$ cat src/rtl/core/qee_pkg.sv
// ----------------------------------------------------------------------------
// qee_pkg
// Shared types and constants of the quadrature encoder emulator.
// ----------------------------------------------------------------------------
package qee_pkg;

    localparam int POS_WIDTH  = 8;
    localparam int FREQ_WIDTH = 30;
    localparam int MAG_WIDTH  = 7;
    // Dividend is clock_freq / 4, so two bits fewer than the frequency.
    localparam int QUO_WIDTH  = FREQ_WIDTH - 2;
    localparam int DCNT_WIDTH = $clog2(QUO_WIDTH + 1);
    localparam int DELTA_WIDTH = 10;

    localparam logic [FREQ_WIDTH-1:0] FREQ_RESET = 30'd10000000;

    localparam logic signed [DELTA_WIDTH-1:0] POS_TURN = 10'sd200;
    localparam logic signed [DELTA_WIDTH-1:0] POS_HALF = 10'sd100;
    localparam logic [MAG_WIDTH-1:0] SMALL_MOVE_MAX = 7'd2;

    localparam logic OP_POSITION = 1'b0;
    localparam logic OP_TICK     = 1'b1;

    typedef enum logic [1:0] {
        PH_A_LOW  = 2'd0,
        PH_B_HIGH = 2'd1,
        PH_A_HIGH = 2'd2,
        PH_B_LOW  = 2'd3
    } phase_t;

    typedef enum logic {
        ST_IDLE = 1'b0,
        ST_DIV  = 1'b1
    } state_t;

    // (pos mod 10) * 4 / 10, with mod 10 done by reciprocal multiply.
    function automatic phase_t small_phase(input logic [POS_WIDTH-1:0] pos);
        logic [15:0] prod;
        logic [4:0]  tens;
        logic [7:0]  rem;
        phase_t      ph;
        prod = {8'd0, pos} * 16'd205;
        tens = prod[15:11];
        rem  = pos - 8'(tens) * 8'd10;
        case (rem[3:0])
            4'd0, 4'd1, 4'd2:  ph = PH_A_LOW;
            4'd3, 4'd4:        ph = PH_B_HIGH;
            4'd5, 4'd6, 4'd7:  ph = PH_A_HIGH;
            default:           ph = PH_B_LOW;
        endcase
        return ph;
    endfunction

endpackage

$ cat src/rtl/core/qee_if.sv
// ----------------------------------------------------------------------------
// qee_in_if / qee_out_if
// Valid/ready channels carrying the input items and the result items.
// ----------------------------------------------------------------------------
interface qee_in_if;
    logic       valid;
    logic       ready;
    logic       op;
    logic [7:0] position;
    logic       button;

    modport source (output valid, output op, output position, output button, input ready);
    modport sink   (input valid, input op, input position, input button, output ready);
endinterface

interface qee_out_if;
    logic valid;
    logic ready;
    logic out_a;
    logic out_b;
    logic out_button;

    modport source (output valid, output out_a, output out_b, output out_button, input ready);
    modport sink   (input valid, input out_a, input out_b, input out_button, output ready);
endinterface

$ cat src/rtl/core/quadrature_encoder_emulator_top.sv
// ----------------------------------------------------------------------------
// quadrature_encoder_emulator_top
// Quadrature A/B level generator driven by knob positions and clock ticks.
// ----------------------------------------------------------------------------
// A tick, a zero move and a move of one or two steps are completed as they are accepted.
// A move of three or more steps sets a new phase period by dividing
// clock_freq / 4 by the move size in a bit-serial divider that produces one
// quotient bit per cycle: 28 quotient bits, and no new transaction is taken
// until the quotient is in. The result of every transaction goes to an output
// register; while it waits there the input is stalled, unless the result is
// taken in the same cycle as the next item.
module quadrature_encoder_emulator_top #(
    parameter int COUNT_WIDTH = 32
) (
    input  logic                           clk,
    input  logic                           rst_n,
    qee_in_if.sink                         item,
    qee_out_if.source                      result,
    input  logic                           cfg_we,
    input  logic [qee_pkg::FREQ_WIDTH-1:0] cfg_wdata
);
    import qee_pkg::*;

    state_t                  state_reg, state_next;
    logic [FREQ_WIDTH-1:0]   freq_reg;
    logic [POS_WIDTH-1:0]    last_reg,  last_next;
    logic                    dir_reg,   dir_next;
    logic [COUNT_WIDTH-1:0]  period_reg, period_next;
    logic [COUNT_WIDTH-1:0]  tcnt_reg,  tcnt_next;
    phase_t                  phase_reg, phase_next;
    logic                    a_reg, a_next;
    logic                    b_reg, b_next;
    logic                    ov_reg, ov_next;
    logic                    oa_reg, ob_reg, obtn_reg;

    logic                    accept;
    logic                    div_start;
    logic                    div_done;
    logic [QUO_WIDTH-1:0]    div_quo;
    logic [QUO_WIDTH+COUNT_WIDTH-1:0] quo_ext;
    logic [COUNT_WIDTH-1:0]  quo_sat;

    logic signed [DELTA_WIDTH-1:0] d0, d1, d2, dabs;
    logic [MAG_WIDTH-1:0]    mag;
    logic                    move_zero;
    logic                    move_small;
    logic [COUNT_WIDTH-1:0]  tcnt_inc;
    logic                    drive;

    // Move delta, wrapped into -100..100
    always_comb
    begin
        d0 = $signed({2'b00, item.position}) - $signed({2'b00, last_reg});
        d1 = (d0 < -POS_HALF) ? d0 + POS_TURN : d0;
        d2 = (d1 > POS_HALF) ? d1 - POS_TURN : d1;
        dabs = d2[DELTA_WIDTH-1] ? -d2 : d2;
        mag = dabs[MAG_WIDTH-1:0];
        move_zero  = (d2 == '0);
        move_small = (mag <= SMALL_MOVE_MAX);
    end

    assign tcnt_inc = tcnt_reg + 1'b1;
    assign accept   = item.valid && item.ready;

    assign quo_ext = {{COUNT_WIDTH{1'b0}}, div_quo};
    assign quo_sat = (quo_ext[QUO_WIDTH+COUNT_WIDTH-1:COUNT_WIDTH] != '0)
                   ? '1 : quo_ext[COUNT_WIDTH-1:0];

    // FSM outputs
    always_comb
    begin
        item.ready = (state_reg == ST_IDLE) && (!ov_reg || result.ready);
        div_start  = accept && (item.op == OP_POSITION) && !move_zero && !move_small;
    end

    // FSM next state
    always_comb
    begin
        state_next = state_reg;
        unique case (state_reg)
            ST_IDLE:
            begin
                if (div_start)
                begin
                    state_next = ST_DIV;
                end
            end
            ST_DIV:
            begin
                if (div_done)
                begin
                    state_next = ST_IDLE;
                end
            end
        endcase
    end

    // Datapath state
    always_comb
    begin
        last_next   = last_reg;
        dir_next    = dir_reg;
        period_next = period_reg;
        tcnt_next   = tcnt_reg;
        phase_next  = phase_reg;
        drive       = 1'b0;
        ov_next     = ov_reg;

        if (accept)
        begin
            ov_next = 1'b1;
            if (item.op == OP_POSITION)
            begin
                if (move_zero)
                begin
                    period_next = '0;
                end
                else
                begin
                    dir_next  = !d2[DELTA_WIDTH-1];
                    last_next = item.position;
                    if (move_small)
                    begin
                        phase_next  = small_phase(last_reg);
                        drive       = 1'b1;
                        period_next = '0;
                    end
                end
            end
            else if (period_reg != '0)
            begin
                tcnt_next = tcnt_inc;
                if (tcnt_inc >= period_reg)
                begin
                    tcnt_next  = '0;
                    phase_next = dir_reg ? phase_t'(phase_reg + 2'd1)
                                         : phase_t'(phase_reg - 2'd1);
                    drive      = 1'b1;
                end
            end
        end
        else if (result.ready)
        begin
            ov_next = 1'b0;
        end

        if ((state_reg == ST_DIV) && div_done)
        begin
            period_next = quo_sat;
        end

        a_next = a_reg;
        b_next = b_reg;
        if (drive)
        begin
            unique case (phase_next)
                PH_A_LOW:  a_next = 1'b0;
                PH_B_HIGH: b_next = 1'b1;
                PH_A_HIGH: a_next = 1'b1;
                PH_B_LOW:  b_next = 1'b0;
            endcase
        end
    end

    always_ff @(posedge clk or negedge rst_n)
    begin
        if (!rst_n)
        begin
            state_reg  <= ST_IDLE;
            freq_reg   <= FREQ_RESET;
            last_reg   <= '0;
            dir_reg    <= 1'b0;
            period_reg <= '0;
            tcnt_reg   <= '0;
            phase_reg  <= PH_A_LOW;
            a_reg      <= 1'b0;
            b_reg      <= 1'b0;
            ov_reg     <= 1'b0;
        end
        else
        begin
            state_reg  <= state_next;
            if (cfg_we)
            begin
                freq_reg <= cfg_wdata;
            end
            last_reg   <= last_next;
            dir_reg    <= dir_next;
            period_reg <= period_next;
            tcnt_reg   <= tcnt_next;
            phase_reg  <= phase_next;
            a_reg      <= a_next;
            b_reg      <= b_next;
            ov_reg     <= ov_next;
        end
    end

    always_ff @(posedge clk)
    begin
        if (accept)
        begin
            oa_reg   <= a_next;
            ob_reg   <= b_next;
            obtn_reg <= item.button;
        end
    end

    qee_div u_div (
        .clk      (clk),
        .rst_n    (rst_n),
        .start    (div_start),
        .dividend (freq_reg[FREQ_WIDTH-1:2]),
        .divisor  (mag),
        .done     (div_done),
        .quotient (div_quo)
    );

    assign result.valid      = ov_reg;
    assign result.out_a      = oa_reg;
    assign result.out_b      = ob_reg;
    assign result.out_button = obtn_reg;

endmodule

$ cat src/rtl/core/qee_div.sv
// ----------------------------------------------------------------------------
// qee_div
// Bit-serial restoring divider, one quotient bit per cycle.
// ----------------------------------------------------------------------------
module qee_div (
    input  logic                          clk,
    input  logic                          rst_n,
    input  logic                          start,
    input  logic [qee_pkg::QUO_WIDTH-1:0] dividend,
    input  logic [qee_pkg::MAG_WIDTH-1:0] divisor,
    output logic                          done,
    output logic [qee_pkg::QUO_WIDTH-1:0] quotient
);
    import qee_pkg::*;

    logic [QUO_WIDTH-1:0]  dq_reg,  dq_next;
    logic [MAG_WIDTH-1:0]  rem_reg, rem_next;
    logic [MAG_WIDTH-1:0]  dvs_reg;
    logic [DCNT_WIDTH-1:0] cnt_reg, cnt_next;
    logic                  done_reg, done_next;
    logic [MAG_WIDTH:0]    trial;
    logic                  fits;

    assign trial = {rem_reg, dq_reg[QUO_WIDTH-1]};
    assign fits  = trial >= {1'b0, dvs_reg};

    always_comb
    begin
        dq_next   = dq_reg;
        rem_next  = rem_reg;
        cnt_next  = cnt_reg;
        done_next = 1'b0;
        if (start)
        begin
            dq_next  = dividend;
            rem_next = '0;
            cnt_next = DCNT_WIDTH'(QUO_WIDTH);
        end
        else if (cnt_reg != '0)
        begin
            rem_next  = fits ? MAG_WIDTH'(trial - {1'b0, dvs_reg}) : trial[MAG_WIDTH-1:0];
            dq_next   = {dq_reg[QUO_WIDTH-2:0], fits};
            cnt_next  = cnt_reg - 1'b1;
            done_next = (cnt_reg == DCNT_WIDTH'(1));
        end
    end

    always_ff @(posedge clk or negedge rst_n)
    begin
        if (!rst_n)
        begin
            cnt_reg  <= '0;
            done_reg <= 1'b0;
        end
        else
        begin
            cnt_reg  <= cnt_next;
            done_reg <= done_next;
        end
    end

    always_ff @(posedge clk)
    begin
        dq_reg  <= dq_next;
        rem_reg <= rem_next;
        if (start)
        begin
            dvs_reg <= divisor;
        end
    end

    assign done     = done_reg;
    assign quotient = dq_reg;

endmodule

$ cat src/flat_wrapper.sv
// flat-port wrapper written by rule: the top's interface ports become plain ports
module quadrature_encoder_emulator_top_flat import qee_pkg::*;
#(
    parameter int COUNT_WIDTH = 32
)
  (clk, rst_n, cfg_we, cfg_wdata, item_valid, item_op, item_position, item_button, item_ready, result_valid, result_out_a, result_out_b, result_out_button, result_ready);
  qee_in_if item_i ();
  qee_out_if result_i ();
  input  logic clk;
  input  logic rst_n;
  input  logic cfg_we;
  input  logic [qee_pkg::FREQ_WIDTH-1:0] cfg_wdata;
  input wire logic [$bits(item_i.valid)-1:0] item_valid;
  input wire logic [$bits(item_i.op)-1:0] item_op;
  input wire logic [$bits(item_i.position)-1:0] item_position;
  input wire logic [$bits(item_i.button)-1:0] item_button;
  output wire logic [$bits(item_i.ready)-1:0] item_ready;
  output wire logic [$bits(result_i.valid)-1:0] result_valid;
  output wire logic [$bits(result_i.out_a)-1:0] result_out_a;
  output wire logic [$bits(result_i.out_b)-1:0] result_out_b;
  output wire logic [$bits(result_i.out_button)-1:0] result_out_button;
  input wire logic [$bits(result_i.ready)-1:0] result_ready;
  assign item_i.valid = item_valid;
  assign item_i.op = item_op;
  assign item_i.position = item_position;
  assign item_i.button = item_button;
  assign item_ready = item_i.ready;
  assign result_valid = result_i.valid;
  assign result_out_a = result_i.out_a;
  assign result_out_b = result_i.out_b;
  assign result_out_button = result_i.out_button;
  assign result_i.ready = result_ready;
  quadrature_encoder_emulator_top #(.COUNT_WIDTH(COUNT_WIDTH)) u_core (.clk(clk), .rst_n(rst_n), .item(item_i), .result(result_i), .cfg_we(cfg_we), .cfg_wdata(cfg_wdata));
endmodule
$ cat config.mk
export PLATFORM = sky130hd
export DESIGN_NAME = quadrature_encoder_emulator_top_flat
export DESIGN_NICKNAME = d
export VERILOG_FILES = /design/src/rtl/core/qee_pkg.sv /design/src/rtl/core/qee_if.sv /design/src/rtl/core/quadrature_encoder_emulator_top.sv /design/src/rtl/core/qee_div.sv /design/src/flat_wrapper.sv
export SDC_FILE = /design/constraint.sdc
export NUM_CORES = 1
export LEC_CHECK = 0
export ABC_CLOCK_PERIOD_IN_PS = 11400
export BUFFER_PORTS_ARGS = -buffer_cell sky130_fd_sc_hd__buf_2
export CORE_ASPECT_RATIO = 0.5
export CORE_MARGIN = 1
export CORE_UTILIZATION = 45
export CTS_CLUSTER_SIZE = 30
export DETAILED_ROUTE_END_ITERATION = 7
export GPL_TIMING_DRIVEN = 0
export PLACE_DENSITY = 0.72
export SETUP_SLACK_MARGIN = 0.3
export SLEW_MARGIN = 20
export SYNTH_ARGS = -nofsm -noshare
export SYNTH_HDL_FRONTEND = slang
export SYNTH_HIERARCHICAL = 1
export SYNTH_SLANG_ARGS = --single-unit
export TNS_END_PERCENT = 1
$ cat constraint.sdc
create_clock -name clk -period 11.4 [get_ports clk]
set_input_delay 0 -clock clk [delete_from_list [all_inputs] [get_ports clk]]
set_output_delay 0 -clock clk [all_outputs]
set_load 0.01 [all_outputs]
Word-level counts from Yosys, hierarchy flattened
Memory sizes are Yosys's and may differ from the RTL's. Cells that the tools add are included.

ROM bits: 16. Register bits after elaboration: 160. Memories: 1. Word-level logic and storage cells: 105. Bits of input ports: 45.

Memories: (name not given) (words 8, width 2, rd ports 1, clocked after Yosys merged registers in 0, write ports 0, RTL line qee_pkg.sv:45) `case (rem[3:0])`.

Add/subtract/negate cells: 10. Bitwise logic cells: 3. Multiply operators: 2. Multiplexer cells: 39. $lt $le $gt $ge: 5. Eq/ne operators: 5. Reduce and logical (&&, ||, !) cells: 22.

Operators by type and width (count): 32-bit 2-to-1 mux (6); 28-bit 2-to-1 mux (2); 32-bit by 1-bit adder with 32-bit output (second input constant) (1); 32-bit >= comparator (1); 32-bit nonzero test (1); 10-bit 2-to-1 mux (2); 8-bit by 8-bit multiplier with 16-bit output (second input constant) (1); 2-bit 2-to-1 mux (8); 1-bit 2-to-1 mux (14); 7-bit 2-to-1 mux (2); 10-bit by 9-bit adder with 10-bit output (second input constant) (1); 10-bit by 8-bit > comparator with 1-bit output (second input constant) (1); 10-bit zero test (1); 10-bit by 8-bit < comparator with 1-bit output (second input constant) (1); 5-bit 2-to-1 mux (2); 10-bit by 9-bit subtractor with 10-bit output (second input constant) (1); 3-bit AND reduction (3); 8-bit by 8-bit subtractor with 9-bit output (1); 8-bit by 7-bit >= comparator with 1-bit output (1); 7-bit by 2-bit less-or-equal comparator with 1-bit output (second input constant) (1); 7-bit negation (1); 7-bit subtractor (1); 1-bit logical AND (6); 1-bit one-hot mux with 2 select lines (3); 16 further kinds (24).

Logic depth before layout (Yosys ltp)
Gate-level depths: netlist of the first run.

Depth after elaboration: 15. Mapped depth: 25. Depth with buffers taken out: 25.

Modules after synthesis
Netlist of the first run, hierarchy kept.

Modules (own cells, without submodules): quadrature_encoder_emulator_top (area each 7718.7 sq um, seq. area each 2677.6 sq um, times used 1, cells an instance 790); qee_div (area each 2392.3 sq um, seq. area each 1341.3 sq um, times used 1, cells an instance 186).

Worst setup path after synthesis of the first run
OpenSTA, ideal clock, no wires.

Path kind: register to register. From: register u_core.last_reg[0]. To: register u_core.u_div.dq_reg[0], in the netlist u_core/u_div/quotient[0], enable pin. Arrival: 6036 ps. Data required time: 11001 ps. Period minus slack after synthesis: 6435 ps. Setup slack: 4965 ps. Buffers on the path: 2. Stages on the path, launching flop included: 23. Cells stage by stage: dfrtp_1 > ha_1 > inv_1 > fa_1 > a211oi_2 > nor2_1 > xor2_1 > ha_1 > nand2_1 > nand4b_1 > a21oi_2 > mux2i_1 > and2_1 > buf_2 > mux2i_1 > o311ai_1 > xor2_1 > or4_4 > nor4b_4 > and2b_1 > clkbuf_1 > nor4_2 > inv_1.

Longest elaborated chain between the ends: 11. Elaborated cells on any way between the ends: 16. Those cells by class: add/sub: 4; order compare: 3; mux: 3; reduce/logical: 6.

Ends and longest elaborated chain: start, declared (RTL line quadrature_encoder_emulator_top.sv:26) `logic [POS_WIDTH-1:0] last_reg, last_next;`; start signal, assigned (RTL line quadrature_encoder_emulator_top.sv:187) `last_reg <= last_next;`; 8-bit by 8-bit subtractor with 9-bit output (*) (RTL line quadrature_encoder_emulator_top.sv:53) `d0 = $signed({2'b00, item.position}) - $signed({2'b00, last_reg});`; 10-bit by 9-bit adder with 10-bit output / 10-bit by 8-bit < comparator with 1-bit output (equally long branches) (RTL line quadrature_encoder_emulator_top.sv:54) `d1 = (d0 < -POS_HALF) ? d0 + POS_TURN : d0;`; 10-bit 2-to-1 mux (*) (RTL line quadrature_encoder_emulator_top.sv:54); 10-bit by 9-bit subtractor with 10-bit output / 10-bit by 8-bit > comparator with 1-bit output (equally long branches) (RTL line quadrature_encoder_emulator_top.sv:55) `d2 = (d1 > POS_HALF) ? d1 - POS_TURN : d1;`; 10-bit 2-to-1 mux (*) (RTL line quadrature_encoder_emulator_top.sv:55); 7-bit negation (RTL line quadrature_encoder_emulator_top.sv:56) `dabs = d2[DELTA_WIDTH-1] ? -d2 : d2;`; 7-bit 2-to-1 mux (*) (RTL line quadrature_encoder_emulator_top.sv:56); net u_core.dabs[3] (RTL line quadrature_encoder_emulator_top.sv:43) `logic signed [DELTA_WIDTH-1:0] d0, d1, d2, dabs;`; 7-bit by 2-bit less-or-equal comparator with 1-bit output (*) (RTL line quadrature_encoder_emulator_top.sv:59) `move_small = (mag <= SMALL_MOVE_MAX);`; 1-bit zero test (*) (RTL line quadrature_encoder_emulator_top.sv:73) `div_start = accept && (item.op == OP_POSITION) && !move_zero && !move_small;`; 1-bit logical AND (*) (RTL line quadrature_encoder_emulator_top.sv:73); net u_core.div_start (RTL line quadrature_encoder_emulator_top.sv:37) `logic div_start;`; 2-bit nonzero test (no source line) (*); end signal, assigned (RTL line qee_div.sv:64) `dq_reg <= dq_next;`; end, declared (RTL line qee_div.sv:16) `logic [QUO_WIDTH-1:0] dq_reg, dq_next;`.

Mark *: on every way through the listed nets, which the timed path passes. The rest lies on a longest branch. A chain may end at the register's enable or synchronous reset.

Worst setup path in the final report of the first run
From: register u_core.last_reg[0]. To: register u_core.u_div.cnt_reg[1].

Longest elaborated chain between the ends: 11. Elaborated cells on any way between the ends: 17. Those cells by class: add/sub: 4; order compare: 3; mux: 4; reduce/logical: 6.

Ends and longest elaborated chain: 8-bit by 8-bit subtractor with 9-bit output (*) (RTL line quadrature_encoder_emulator_top.sv:53); 10-bit by 9-bit adder with 10-bit output / 10-bit by 8-bit < comparator with 1-bit output (equally long branches) (RTL line quadrature_encoder_emulator_top.sv:54); 10-bit 2-to-1 mux (*) (RTL line quadrature_encoder_emulator_top.sv:54); 10-bit by 9-bit subtractor with 10-bit output / 10-bit by 8-bit > comparator with 1-bit output (equally long branches) (RTL line quadrature_encoder_emulator_top.sv:55); 10-bit 2-to-1 mux (*) (RTL line quadrature_encoder_emulator_top.sv:55); 7-bit negation (RTL line quadrature_encoder_emulator_top.sv:56); 7-bit 2-to-1 mux (*) (RTL line quadrature_encoder_emulator_top.sv:56); net u_core.dabs[3] (RTL line quadrature_encoder_emulator_top.sv:43); 7-bit by 2-bit less-or-equal comparator with 1-bit output (*) (RTL line quadrature_encoder_emulator_top.sv:59); 1-bit zero test (*) (RTL line quadrature_encoder_emulator_top.sv:73); 1-bit logical AND (*) (RTL line quadrature_encoder_emulator_top.sv:73); net u_core.div_start (RTL line quadrature_encoder_emulator_top.sv:37); 5-bit 2-to-1 mux / 2-bit nonzero test (equally long branches); end signal, assigned (RTL line qee_div.sv:57) `cnt_reg <= cnt_next;`; end, declared (RTL line qee_div.sv:19) `logic [DCNT_WIDTH-1:0] cnt_reg, cnt_next;`.

Marked as above.

==> run_summary.xml, run 1 <==
<?xml version="1.0" encoding="UTF-8"?>
<metrics>
  <group name="final_layout">
    <metric name="final_cells" unit="">1393</metric>
    <metric name="flow.area_growth_from_synthesis" unit="%">16.64</metric>
    <metric name="n_antenna_cell" unit="">0</metric>
    <metric name="fin_nets" unit="">1225</metric>
    <metric name="final_layout_size_suffix_gt1_share" unit="%">16.93</metric>
    <metric name="largest_register_ff_count" unit="">32</metric>
    <metric name="fillers" unit="">1884</metric>
  </group>
  <group name="synth">
    <metric name="synthesis.nets" unit="">1120</metric>
    <metric name="fraction_of_synthesized_cell_area_taken_by_the_top_area_cell_type" unit="%">25.00</metric>
    <metric name="yosys_warnings" unit="">6</metric>
    <metric name="syn_inst" unit="">976</metric>
    <metric name="synthDominantAreaCellType" unit="">sky130_fd_sc_hd__dfrtp_1</metric>
    <metric name="syn-cell-area" unit="um^2">10110</metric>
    <metric name="ys_async_sr_fraction" unit="%">70.78</metric>
    <metric name="yosys_most_used_dff" unit="">sky130_fd_sc_hd__dfrtp_1</metric>
    <metric name="yosysSeqAreaShare" unit="%">39.75</metric>
    <metric name="ys_top_cells_by_area" unit="">sky130_fd_sc_hd__dfrtp_1 25%, sky130_fd_sc_hd__edfxtp_1 11%, sky130_fd_sc_hd__ha_1 11%</metric>
    <metric name="synth-edff-count" unit="">38</metric>
    <metric name="synth_seq_cells" unit="">154</metric>
    <metric name="synth.avg_cell_area" unit="um^2">10.36</metric>
    <metric name="synth.lib_cells_used.distinct" unit="">96</metric>
  </group>
  <group name="timing">
    <metric name="finalClockSkew" unit="ns">0.01192</metric>
    <metric name="period_minus_slack" unit="ns">7.578</metric>
    <metric name="timing.setup.tns" unit="ns">0</metric>
    <metric name="setup_viol" unit="">0</metric>
    <metric name="timing_worst_slew_pin_value" unit="ns">0.8820</metric>
    <metric name="rsz_0062_raised_after_global_routing" unit="">false</metric>
    <metric name="max_freq" unit="MHz">132.0</metric>
    <metric name="slew_viol_final" unit="">0</metric>
    <metric name="timing_hold_violations_final" unit="">0</metric>
    <metric name="fin_worst_hold_slack" unit="ns">0.05740</metric>
    <metric name="slew_headroom" unit="%">40.71</metric>
    <metric name="layout_worst_path_cycle_share" unit="%">66.47</metric>
  </group>
  <group name="global_routing">
    <metric name="globalRouteTotalUtil" unit="%">20.64</metric>
    <metric name="globalRoute.totalOverflow" unit="">0</metric>
    <metric name="grt_pass1_vias" unit="">7741</metric>
    <metric name="grt_first_pass_wirelength" unit="um">38090</metric>
    <metric name="number_of_antenna_violations_at_the_first_check_in_global_routing" unit="">0</metric>
    <metric name="grt_start_max_net_pins" unit="">71</metric>
  </group>
  <group name="drt">
    <metric name="detail-route-antenna-nets" unit="">0</metric>
    <metric name="drc" unit="">0</metric>
    <metric name="wl_per_cell" unit="um">16.51</metric>
    <metric name="drt_pre_antenna_iters" unit="">5</metric>
    <metric name="route.final.wire_length" unit="um">23000</metric>
    <metric name="via_density" unit="">5.477</metric>
    <metric name="detailroute.via_count" unit="">7630</metric>
    <metric name="drtIter0Drc" unit="">399</metric>
  </group>
  <group name="floorplan">
    <metric name="initial_utilization" unit="%">46.23</metric>
    <metric name="placement_rows" unit="">38</metric>
    <metric name="dieWidth" unit="um">214.0</metric>
    <metric name="ios" unit="">50</metric>
    <metric name="placeableCoreArea" unit="um^2">21870</metric>
    <metric name="floorplan.die.height" unit="um">108.0</metric>
    <metric name="die-area" unit="um^2">23110</metric>
  </group>
  <group name="setup_path">
    <metric name="cp_max_fo" unit="">29</metric>
    <metric name="critical_path_buf_inv_count" unit="">4</metric>
    <metric name="crit_path_cell_trace" unit="">ha_1 &gt; inv_1 &gt; fa_1 &gt; a211oi_2 &gt; nor2_1 &gt; xor2_1 &gt; ha_1 &gt; nand2_1 &gt; nand4b_1 &gt; a21oi_2 &gt; mux2i_1 &gt; and2_1 &gt; buf_2 &gt; mux2i_1 &gt; o311ai_1 &gt; xor2_1 &gt; or4_4 &gt; nor4b_4 &gt; and2b_1 &gt; clkbuf_1 &gt; nor4_2 &gt; inv_2 &gt; o22ai_1</metric>
    <metric name="cp-end-kind" unit="">flop</metric>
    <metric name="crit_path_start_kind" unit="">flop</metric>
    <metric name="worst-endpoint-arrival" unit="ns">7.91</metric>
    <metric name="critPathMaxStageDelay" unit="ns">0.82</metric>
    <metric name="critPathSlowestCell" unit="">sky130_fd_sc_hd__nor4_2</metric>
    <metric name="cp_data_required_time" unit="ns">11.73</metric>
    <metric name="cp_top_family" unit="">simple AND/OR/NAND/NOR gates</metric>
    <metric name="criticalPathCategory" unit="">flop to flop</metric>
  </group>
  <group name="clocking">
    <metric name="post_cts_buffers" unit="">0</metric>
    <metric name="tritoncts_clock_tree" unit="">built</metric>
    <metric name="reg_clk_slew_reported_paths" unit="ns">0.06</metric>
    <metric name="clock_latency" unit="ns">0.43</metric>
    <metric name="cts_htree_levels" unit="">4</metric>
    <metric name="cts.sink_count" unit="">154</metric>
    <metric name="cts_buffer_depth" unit="">2</metric>
    <metric name="cts_root_buffer" unit="">sky130_fd_sc_hd__clkbuf_16</metric>
    <metric name="numCtsBuffers" unit="">17</metric>
  </group>
  <group name="placed_design">
    <metric name="routabilityCongestion" unit="">0.8625</metric>
    <metric name="port_buffers" unit="">46</metric>
    <metric name="place.detailed.hpwl" unit="um">16750</metric>
    <metric name="dp.cells" unit="">1323</metric>
  </group>
  <group name="worst_hold_path">
    <metric name="hold_path.class" unit="">primary input to async pin</metric>
  </group>
  <group name="run_status">
    <metric name="run_status" unit="">complete, no violations</metric>
  </group>
  <group name="flow_run">
    <metric name="max-cap-violations" unit="">0</metric>
  </group>
</metrics>
==> per-stage QoR <==
stage	cell area [um^2]	utilization (%)	worst slack, ns
6_report	11790	53.92	3.822
5_1_grt	11790	53.92	3.300
4_1_cts	11790	53.92	3.560
3_5_place_dp	10750	49.15	3.609
3_3_place_gp	10720	49.00	3.770
2_1_floorplan	10110	-	4.965
==> what timing repair did <==
item	CTS	global route
endpoints found under the setup margin	0	0
hold endpoints to repair	142	0
gates resized for setup	0	0
hold buffers	39	0
==> area by class of cell <==
class	instances	area, um^2	area share, %
multi-input cells	691	5573	47.25
flip-flops and latches	154	4019	34.08
repair buffers	86	654.4	5.548
clock buffers	24	491.7	4.169
inverters	101	379.1	3.215
well taps	300	375.4	3.183
clock inverters	7	161.4	1.369
plain buffers	30	140.1	1.188
==> cell usage in the layout, fill, tap and decap left out, types with 5 or more instances in the layout <==
master / Yosys / routed
sky130_fd_sc_hd__dfrtp_1: 101 / 101
sky130_fd_sc_hd__inv_1: 99 / 98
sky130_fd_sc_hd__ha_1: 85 / 85
sky130_fd_sc_hd__nand2_1: 76 / 76
sky130_fd_sc_hd__o21ai_0: 57 / 57
sky130_fd_sc_hd__mux2_2: 57 / 57
sky130_fd_sc_hd__buf_2: 4 / 49
sky130_fd_sc_hd__nor2_1: 45 / 45
sky130_fd_sc_hd__dlygate4sd3_1: 0 / 39
sky130_fd_sc_hd__edfxtp_1: 38 / 38
sky130_fd_sc_hd__xnor2_1: 31 / 31
sky130_fd_sc_hd__a21oi_1: 28 / 28
sky130_fd_sc_hd__a22o_1: 28 / 28
sky130_fd_sc_hd__nand2b_1: 27 / 27
sky130_fd_sc_hd__clkbuf_1: 20 / 23
sky130_fd_sc_hd__a21o_1: 22 / 22
sky130_fd_sc_hd__xor2_1: 21 / 21
sky130_fd_sc_hd__clkbuf_16: 0 / 17
sky130_fd_sc_hd__nand4_1: 14 / 14
sky130_fd_sc_hd__fa_1: 14 / 14
sky130_fd_sc_hd__and3_1: 13 / 13
sky130_fd_sc_hd__nor3_1: 12 / 12
sky130_fd_sc_hd__nor2b_1: 10 / 10
sky130_fd_sc_hd__nor4_1: 9 / 9
sky130_fd_sc_hd__o211ai_1: 9 / 9
sky130_fd_sc_hd__o31ai_1: 9 / 9
sky130_fd_sc_hd__or3_1: 8 / 8
sky130_fd_sc_hd__dfstp_2: 8 / 8
sky130_fd_sc_hd__and2_1: 7 / 7
sky130_fd_sc_hd__mux2i_1: 7 / 7
sky130_fd_sc_hd__dfxtp_1: 7 / 7
sky130_fd_sc_hd__a211oi_1: 6 / 6
sky130_fd_sc_hd__bufinv_16: 0 / 5
sky130_fd_sc_hd__nand3_1: 5 / 5
sky130_fd_sc_hd__and4_1: 5 / 5
sky130_fd_sc_hd__o22ai_1: 5 / 5
==> final timing paths <==
check / from / endpoint / slack (ns) / cells past startpoint
hold / removal: rst_n / u_core/tcnt_reg[25]$_DFFE_PN0P_ / 0.06 / 2
hold reg to reg: u_core/a_reg$_DFF_PN0_ / u_core/a_reg$_DFF_PN0_ / 0.48 / 1
min in group clk: item_op / u_core/phase_reg[1]$_DFF_PN0_ / 0.10 / 3
setup / recovery: u_core/last_reg[0]$_DFFE_PN0P_ / u_core/u_div/cnt_reg[1]$_DFFE_PN0P_ / 3.82 / 23
setup reg to reg: u_core/last_reg[0]$_DFFE_PN0P_ / u_core/u_div/cnt_reg[1]$_DFFE_PN0P_ / 3.82 / 23
max in group asynchronous: rst_n / u_core/freq_reg[23]$_DFFE_PN1P_ / 10.62 / 3
==> Yosys cell counts, types with 3 or more instances <==
master and n:
sky130_fd_sc_hd__a211oi_1 6, sky130_fd_sc_hd__a21o_1 22, sky130_fd_sc_hd__a21oi_1 28, sky130_fd_sc_hd__a22o_1 28, sky130_fd_sc_hd__a32oi_1 3, sky130_fd_sc_hd__and2_1 7, sky130_fd_sc_hd__and3_1 13, sky130_fd_sc_hd__and4_1 5
sky130_fd_sc_hd__buf_1 3, sky130_fd_sc_hd__buf_2 4, sky130_fd_sc_hd__buf_6 3, sky130_fd_sc_hd__clkbuf_1 20, sky130_fd_sc_hd__dfrtp_1 101, sky130_fd_sc_hd__dfstp_2 8, sky130_fd_sc_hd__dfxtp_1 7, sky130_fd_sc_hd__edfxtp_1 38
sky130_fd_sc_hd__fa_1 14, sky130_fd_sc_hd__ha_1 85, sky130_fd_sc_hd__inv_1 99, sky130_fd_sc_hd__mux2_2 57, sky130_fd_sc_hd__mux2i_1 7, sky130_fd_sc_hd__nand2_1 76, sky130_fd_sc_hd__nand2b_1 27, sky130_fd_sc_hd__nand3_1 5
sky130_fd_sc_hd__nand4_1 14, sky130_fd_sc_hd__nor2_1 45, sky130_fd_sc_hd__nor2b_1 10, sky130_fd_sc_hd__nor3_1 12, sky130_fd_sc_hd__nor3b_1 4, sky130_fd_sc_hd__nor4_1 9, sky130_fd_sc_hd__o211ai_1 9, sky130_fd_sc_hd__o21ai_0 57
sky130_fd_sc_hd__o22ai_1 5, sky130_fd_sc_hd__o31ai_1 9, sky130_fd_sc_hd__or2_1 4, sky130_fd_sc_hd__or2_2 3, sky130_fd_sc_hd__or3_1 8, sky130_fd_sc_hd__xnor2_1 31, sky130_fd_sc_hd__xor2_1 21
==> routing by layer <==
| layer | up-vias | global-route usage [%] | part of all wire, % |
|---|---|---|---|
| li1 | 3703 | - | - |
| met1 | 3775 | 25.70 | 45 |
| met2 | 126 | 36.87 | 50 |
| met3 | 26 | 3.910 | 3.1 |
| met4 | 0 | 5.858 | 1.8 |
| met5 | - | 0 | 0 |
==> logic make-up after synthesis <==
family | Yosys count | synth area share (%)
and+or+nand+nor | 255 | 13.24
AOI/OAI and AO/OA | 217 | 16.53
DFF | 154 | 39.75
buffers and inverters | 131 | 5.135
adders and majority gates | 100 | 13.39
muxes | 67 | 7.450
xor gates and xnor gates | 52 | 4.504
Power of run 1 is not shown: default switching activity piles up to over one toggle a cycle in this logic, so the estimate is an artifact.
==> run 2, diff against run 1 <==
--- a/config.mk
+++ b/config.mk
@@ -5,7 +5,7 @@
 export SDC_FILE = /design/constraint.sdc
 export NUM_CORES = 1
 export LEC_CHECK = 0
-export ABC_CLOCK_PERIOD_IN_PS = 11400
+export ABC_CLOCK_PERIOD_IN_PS = 7300
 export BUFFER_PORTS_ARGS = -buffer_cell sky130_fd_sc_hd__buf_2
 export CORE_ASPECT_RATIO = 0.5
 export CORE_MARGIN = 1
==> constraint.sdc (replaced) <==
create_clock -name clk -period 7.3 [get_ports clk]
set_input_delay 0 -clock clk [delete_from_list [all_inputs] [get_ports clk]]
set_output_delay 0 -clock clk [all_outputs]
set_load 0.01 [all_outputs]
==> run 2 against run 1 <==
Wire length grew 0.73%. Critical path type unchanged. Highest routed layer unchanged. Final cell count grew 0.57%. Flip-flop and latch count stayed put. Critical endpoint is now u_core/u_div/quotient[25]$_DFFE_PP_.
==> run_summary.xml, run 2 (synthesis gave the netlist of run 1 again) <==
<?xml version="1.0" encoding="UTF-8"?>
<metrics>
  <group name="setup_path">
    <metric name="cp_data_required_time" unit="ns">7.47</metric>
    <metric name="regToRegStartpoint" unit="">u_core/last_reg[0]$_DFFE_PN0P_</metric>
    <metric name="crit_path_cell_trace" unit="">ha_1 &gt; inv_1 &gt; fa_1 &gt; a211oi_2 &gt; nor2_1 &gt; xor2_1 &gt; ha_1 &gt; nand2_1 &gt; nand4b_1 &gt; a21oi_4 &gt; mux2_4 &gt; nor2_1 &gt; or4_1 &gt; o41a_1 &gt; and3_1 &gt; clkbuf_1 &gt; and2b_1 &gt; clkbuf_1 &gt; clkbuf_1 &gt; mux2_2</metric>
    <metric name="critPathMaxStageDelay" unit="ns">0.53</metric>
    <metric name="cp-end-kind" unit="">flop</metric>
    <metric name="crit_path_start_kind" unit="">flop</metric>
    <metric name="setup_slack_of_the_worst_register_to_register_path" unit="ns">0.60</metric>
    <metric name="worst_path_most_repeated_cell" unit="">sky130_fd_sc_hd__clkbuf_1</metric>
    <metric name="worst-endpoint-arrival" unit="ns">6.86</metric>
    <metric name="r2r_cells" unit="">20</metric>
    <metric name="r2r-end" unit="">u_core/u_div/quotient[25]$_DFFE_PP_</metric>
    <metric name="cp_max_fo" unit="">10</metric>
    <metric name="critPathSlowestCell" unit="">sky130_fd_sc_hd__dfrtp_1</metric>
    <metric name="criticalPathCategory" unit="">flop to flop</metric>
  </group>
  <group name="final_layout">
    <metric name="stdcell_area" unit="um^2">11880</metric>
    <metric name="flow.area_growth_from_synthesis" unit="%">17.50</metric>
    <metric name="final_cells" unit="">1401</metric>
    <metric name="final_layout_size_suffix_gt1_share" unit="%">17.80</metric>
    <metric name="final_common_cell" unit="">sky130_fd_sc_hd__dfrtp_1</metric>
    <metric name="layout_common_cells" unit="">101 x sky130_fd_sc_hd__dfrtp_1, 98 x sky130_fd_sc_hd__inv_1, 85 x sky130_fd_sc_hd__ha_1</metric>
    <metric name="fillers" unit="">1874</metric>
    <metric name="largest_register_ff_count" unit="">32</metric>
    <metric name="fin_nets" unit="">1233</metric>
    <metric name="n_antenna_cell" unit="">0</metric>
  </group>
  <group name="timing">
    <metric name="slew_viol_final" unit="">0</metric>
    <metric name="setup_viol" unit="">0</metric>
    <metric name="timing_hold_violations_final" unit="">0</metric>
    <metric name="max_freq" unit="MHz">149.4</metric>
    <metric name="layout_worst_path_cycle_share" unit="%">91.71</metric>
    <metric name="timing_worst_slew_pin_value" unit="ns">0.7981</metric>
    <metric name="rsz_0062_raised_after_global_routing" unit="">true</metric>
    <metric name="period_minus_slack" unit="ns">6.695</metric>
    <metric name="finalClockSkew" unit="ns">0.009245</metric>
    <metric name="slew_headroom" unit="%">46.80</metric>
  </group>
  <group name="floorplan">
    <metric name="placement_rows" unit="">38</metric>
    <metric name="floorplan.die.height" unit="um">108.0</metric>
    <metric name="initial_utilization" unit="%">46.23</metric>
    <metric name="ios" unit="">50</metric>
    <metric name="placeableCoreArea" unit="um^2">21870</metric>
    <metric name="die-area" unit="um^2">23110</metric>
    <metric name="dieWidth" unit="um">214.0</metric>
  </group>
  <group name="clocking">
    <metric name="numCtsBuffers" unit="">17</metric>
    <metric name="cts_htree_levels" unit="">4</metric>
    <metric name="tritoncts_clock_tree" unit="">built</metric>
    <metric name="cts_root_buffer" unit="">sky130_fd_sc_hd__clkbuf_16</metric>
    <metric name="cts.sink_count" unit="">154</metric>
    <metric name="reg_clk_slew_reported_paths" unit="ns">0.06</metric>
    <metric name="clock_latency" unit="ns">0.42</metric>
    <metric name="cts_buffer_depth" unit="">2</metric>
  </group>
  <group name="placed_design">
    <metric name="dpl_cell_area" unit="um^2">10750</metric>
    <metric name="dp.cells" unit="">1323</metric>
    <metric name="port_buffers" unit="">46</metric>
    <metric name="place.detailed.hpwl" unit="um">16750</metric>
    <metric name="routabilityCongestion" unit="">0.8625</metric>
  </group>
  <group name="run_status">
    <metric name="run_status" unit="">complete, no violations</metric>
  </group>
  <group name="drt">
    <metric name="detail-route-antenna-nets" unit="">0</metric>
    <metric name="detailroute.via_count" unit="">7703</metric>
    <metric name="route.final.wire_length" unit="um">23170</metric>
    <metric name="wl_per_cell" unit="um">16.53</metric>
    <metric name="via_density" unit="">5.498</metric>
    <metric name="drt_pre_antenna_iters" unit="">5</metric>
    <metric name="drtIter0Drc" unit="">413</metric>
    <metric name="drc" unit="">0</metric>
  </group>
  <group name="global_routing">
    <metric name="grt_pass1_vias" unit="">7796</metric>
    <metric name="grt_first_pass_wirelength" unit="um">38390</metric>
    <metric name="globalRoute.totalOverflow" unit="">0</metric>
    <metric name="grt_start_max_net_pins" unit="">71</metric>
    <metric name="globalRouteTotalUtil" unit="%">20.83</metric>
    <metric name="number_of_antenna_violations_at_the_first_check_in_global_routing" unit="">0</metric>
  </group>
  <group name="worst_hold_path">
    <metric name="hold_path.class" unit="">primary input to async pin</metric>
  </group>
  <group name="flow_run">
    <metric name="max-cap-violations" unit="">0</metric>
  </group>
</metrics>
[run 2: worst max path at each step]
stage                                        start                                   end  slack, ns  depth (start not counted)
CTS                 u_core/last_reg[0]$_DFFE_PN0P_  u_core/u_div/rem_reg[5]$_SDFFE_PP0P_       0.47                         24
floorplan           u_core/last_reg[0]$_DFFE_PN0P_    u_core/u_div/quotient[0]$_DFFE_PP_       0.87                         22
global placement    u_core/last_reg[0]$_DFFE_PN0P_   u_core/u_div/cnt_reg[1]$_DFFE_PN0P_      -0.33                         23
detailed placement  u_core/last_reg[0]$_DFFE_PN0P_   u_core/u_div/cnt_reg[1]$_DFFE_PN0P_      -0.49                         23
global route        u_core/last_reg[0]$_DFFE_PN0P_   u_core/u_div/quotient[22]$_DFFE_PP_       0.21                         21
finish              u_core/last_reg[0]$_DFFE_PN0P_   u_core/u_div/quotient[25]$_DFFE_PP_       0.60                         20
[run 2: layer usage]
metal	track usage [%]	vias to the layer above	wire length (um)
li1	-	3727	-
met1	25.95	3789	10310
met2	37.24	159	11560
met3	3.910	28	883
met4	5.858	0	408
met5	0	-	0
[run 2: layout make-up]
cell class                 count  area, um^2  area share, %
tap                          300       375.4          3.160
timing repair buffer          93       706.9          5.951
clock inverter                 7       161.4          1.359
clock buffer                  24       491.7          4.139
buffer                        30       142.6          1.201
timing repair inverter         1       7.507        0.06319
inverter                     101       382.9          3.223
multi-input combinational    691        5593          47.08
sequential                   154        4019          33.83
[run 2: repair_timing]
action	in CTS	in global routing
gates cloned	1	0
hold buffers	39	0
setup endpoints to repair	29	65
resized for setup	3	6
setup buffers	6	1
endpoints found under the hold margin	142	0
pin swaps	1	1
[run 2: worst max-delay path, delay by kind of cell (launching register included)]
kind | cells | cell delay, ns
compound gates | 3 | 0.74
xor+xnor | 1 | 0.46
fa+ha+maj | 3 | 0.97
buf+inv | 4 | 1.40
flops | 1 | 0.53
mux | 2 | 0.74
simple gates | 7 | 1.59
[run 2: through the flow]
stage          hold WS, ns  util, %  setup slack (ns)  TNS [ns]
2_1_floorplan      -0.2956        -            0.8654         0
3_3_place_gp        0.1819    49.00           -0.3303    -9.474
3_5_place_dp      -0.05945    49.15           -0.4909    -13.64
4_1_cts            0.06862    54.22            0.4662         0
5_1_grt            0.09732    54.32            0.2146         0
6_report           0.05729    54.32            0.6049         0
Power of run 2 is left out for the same reason.
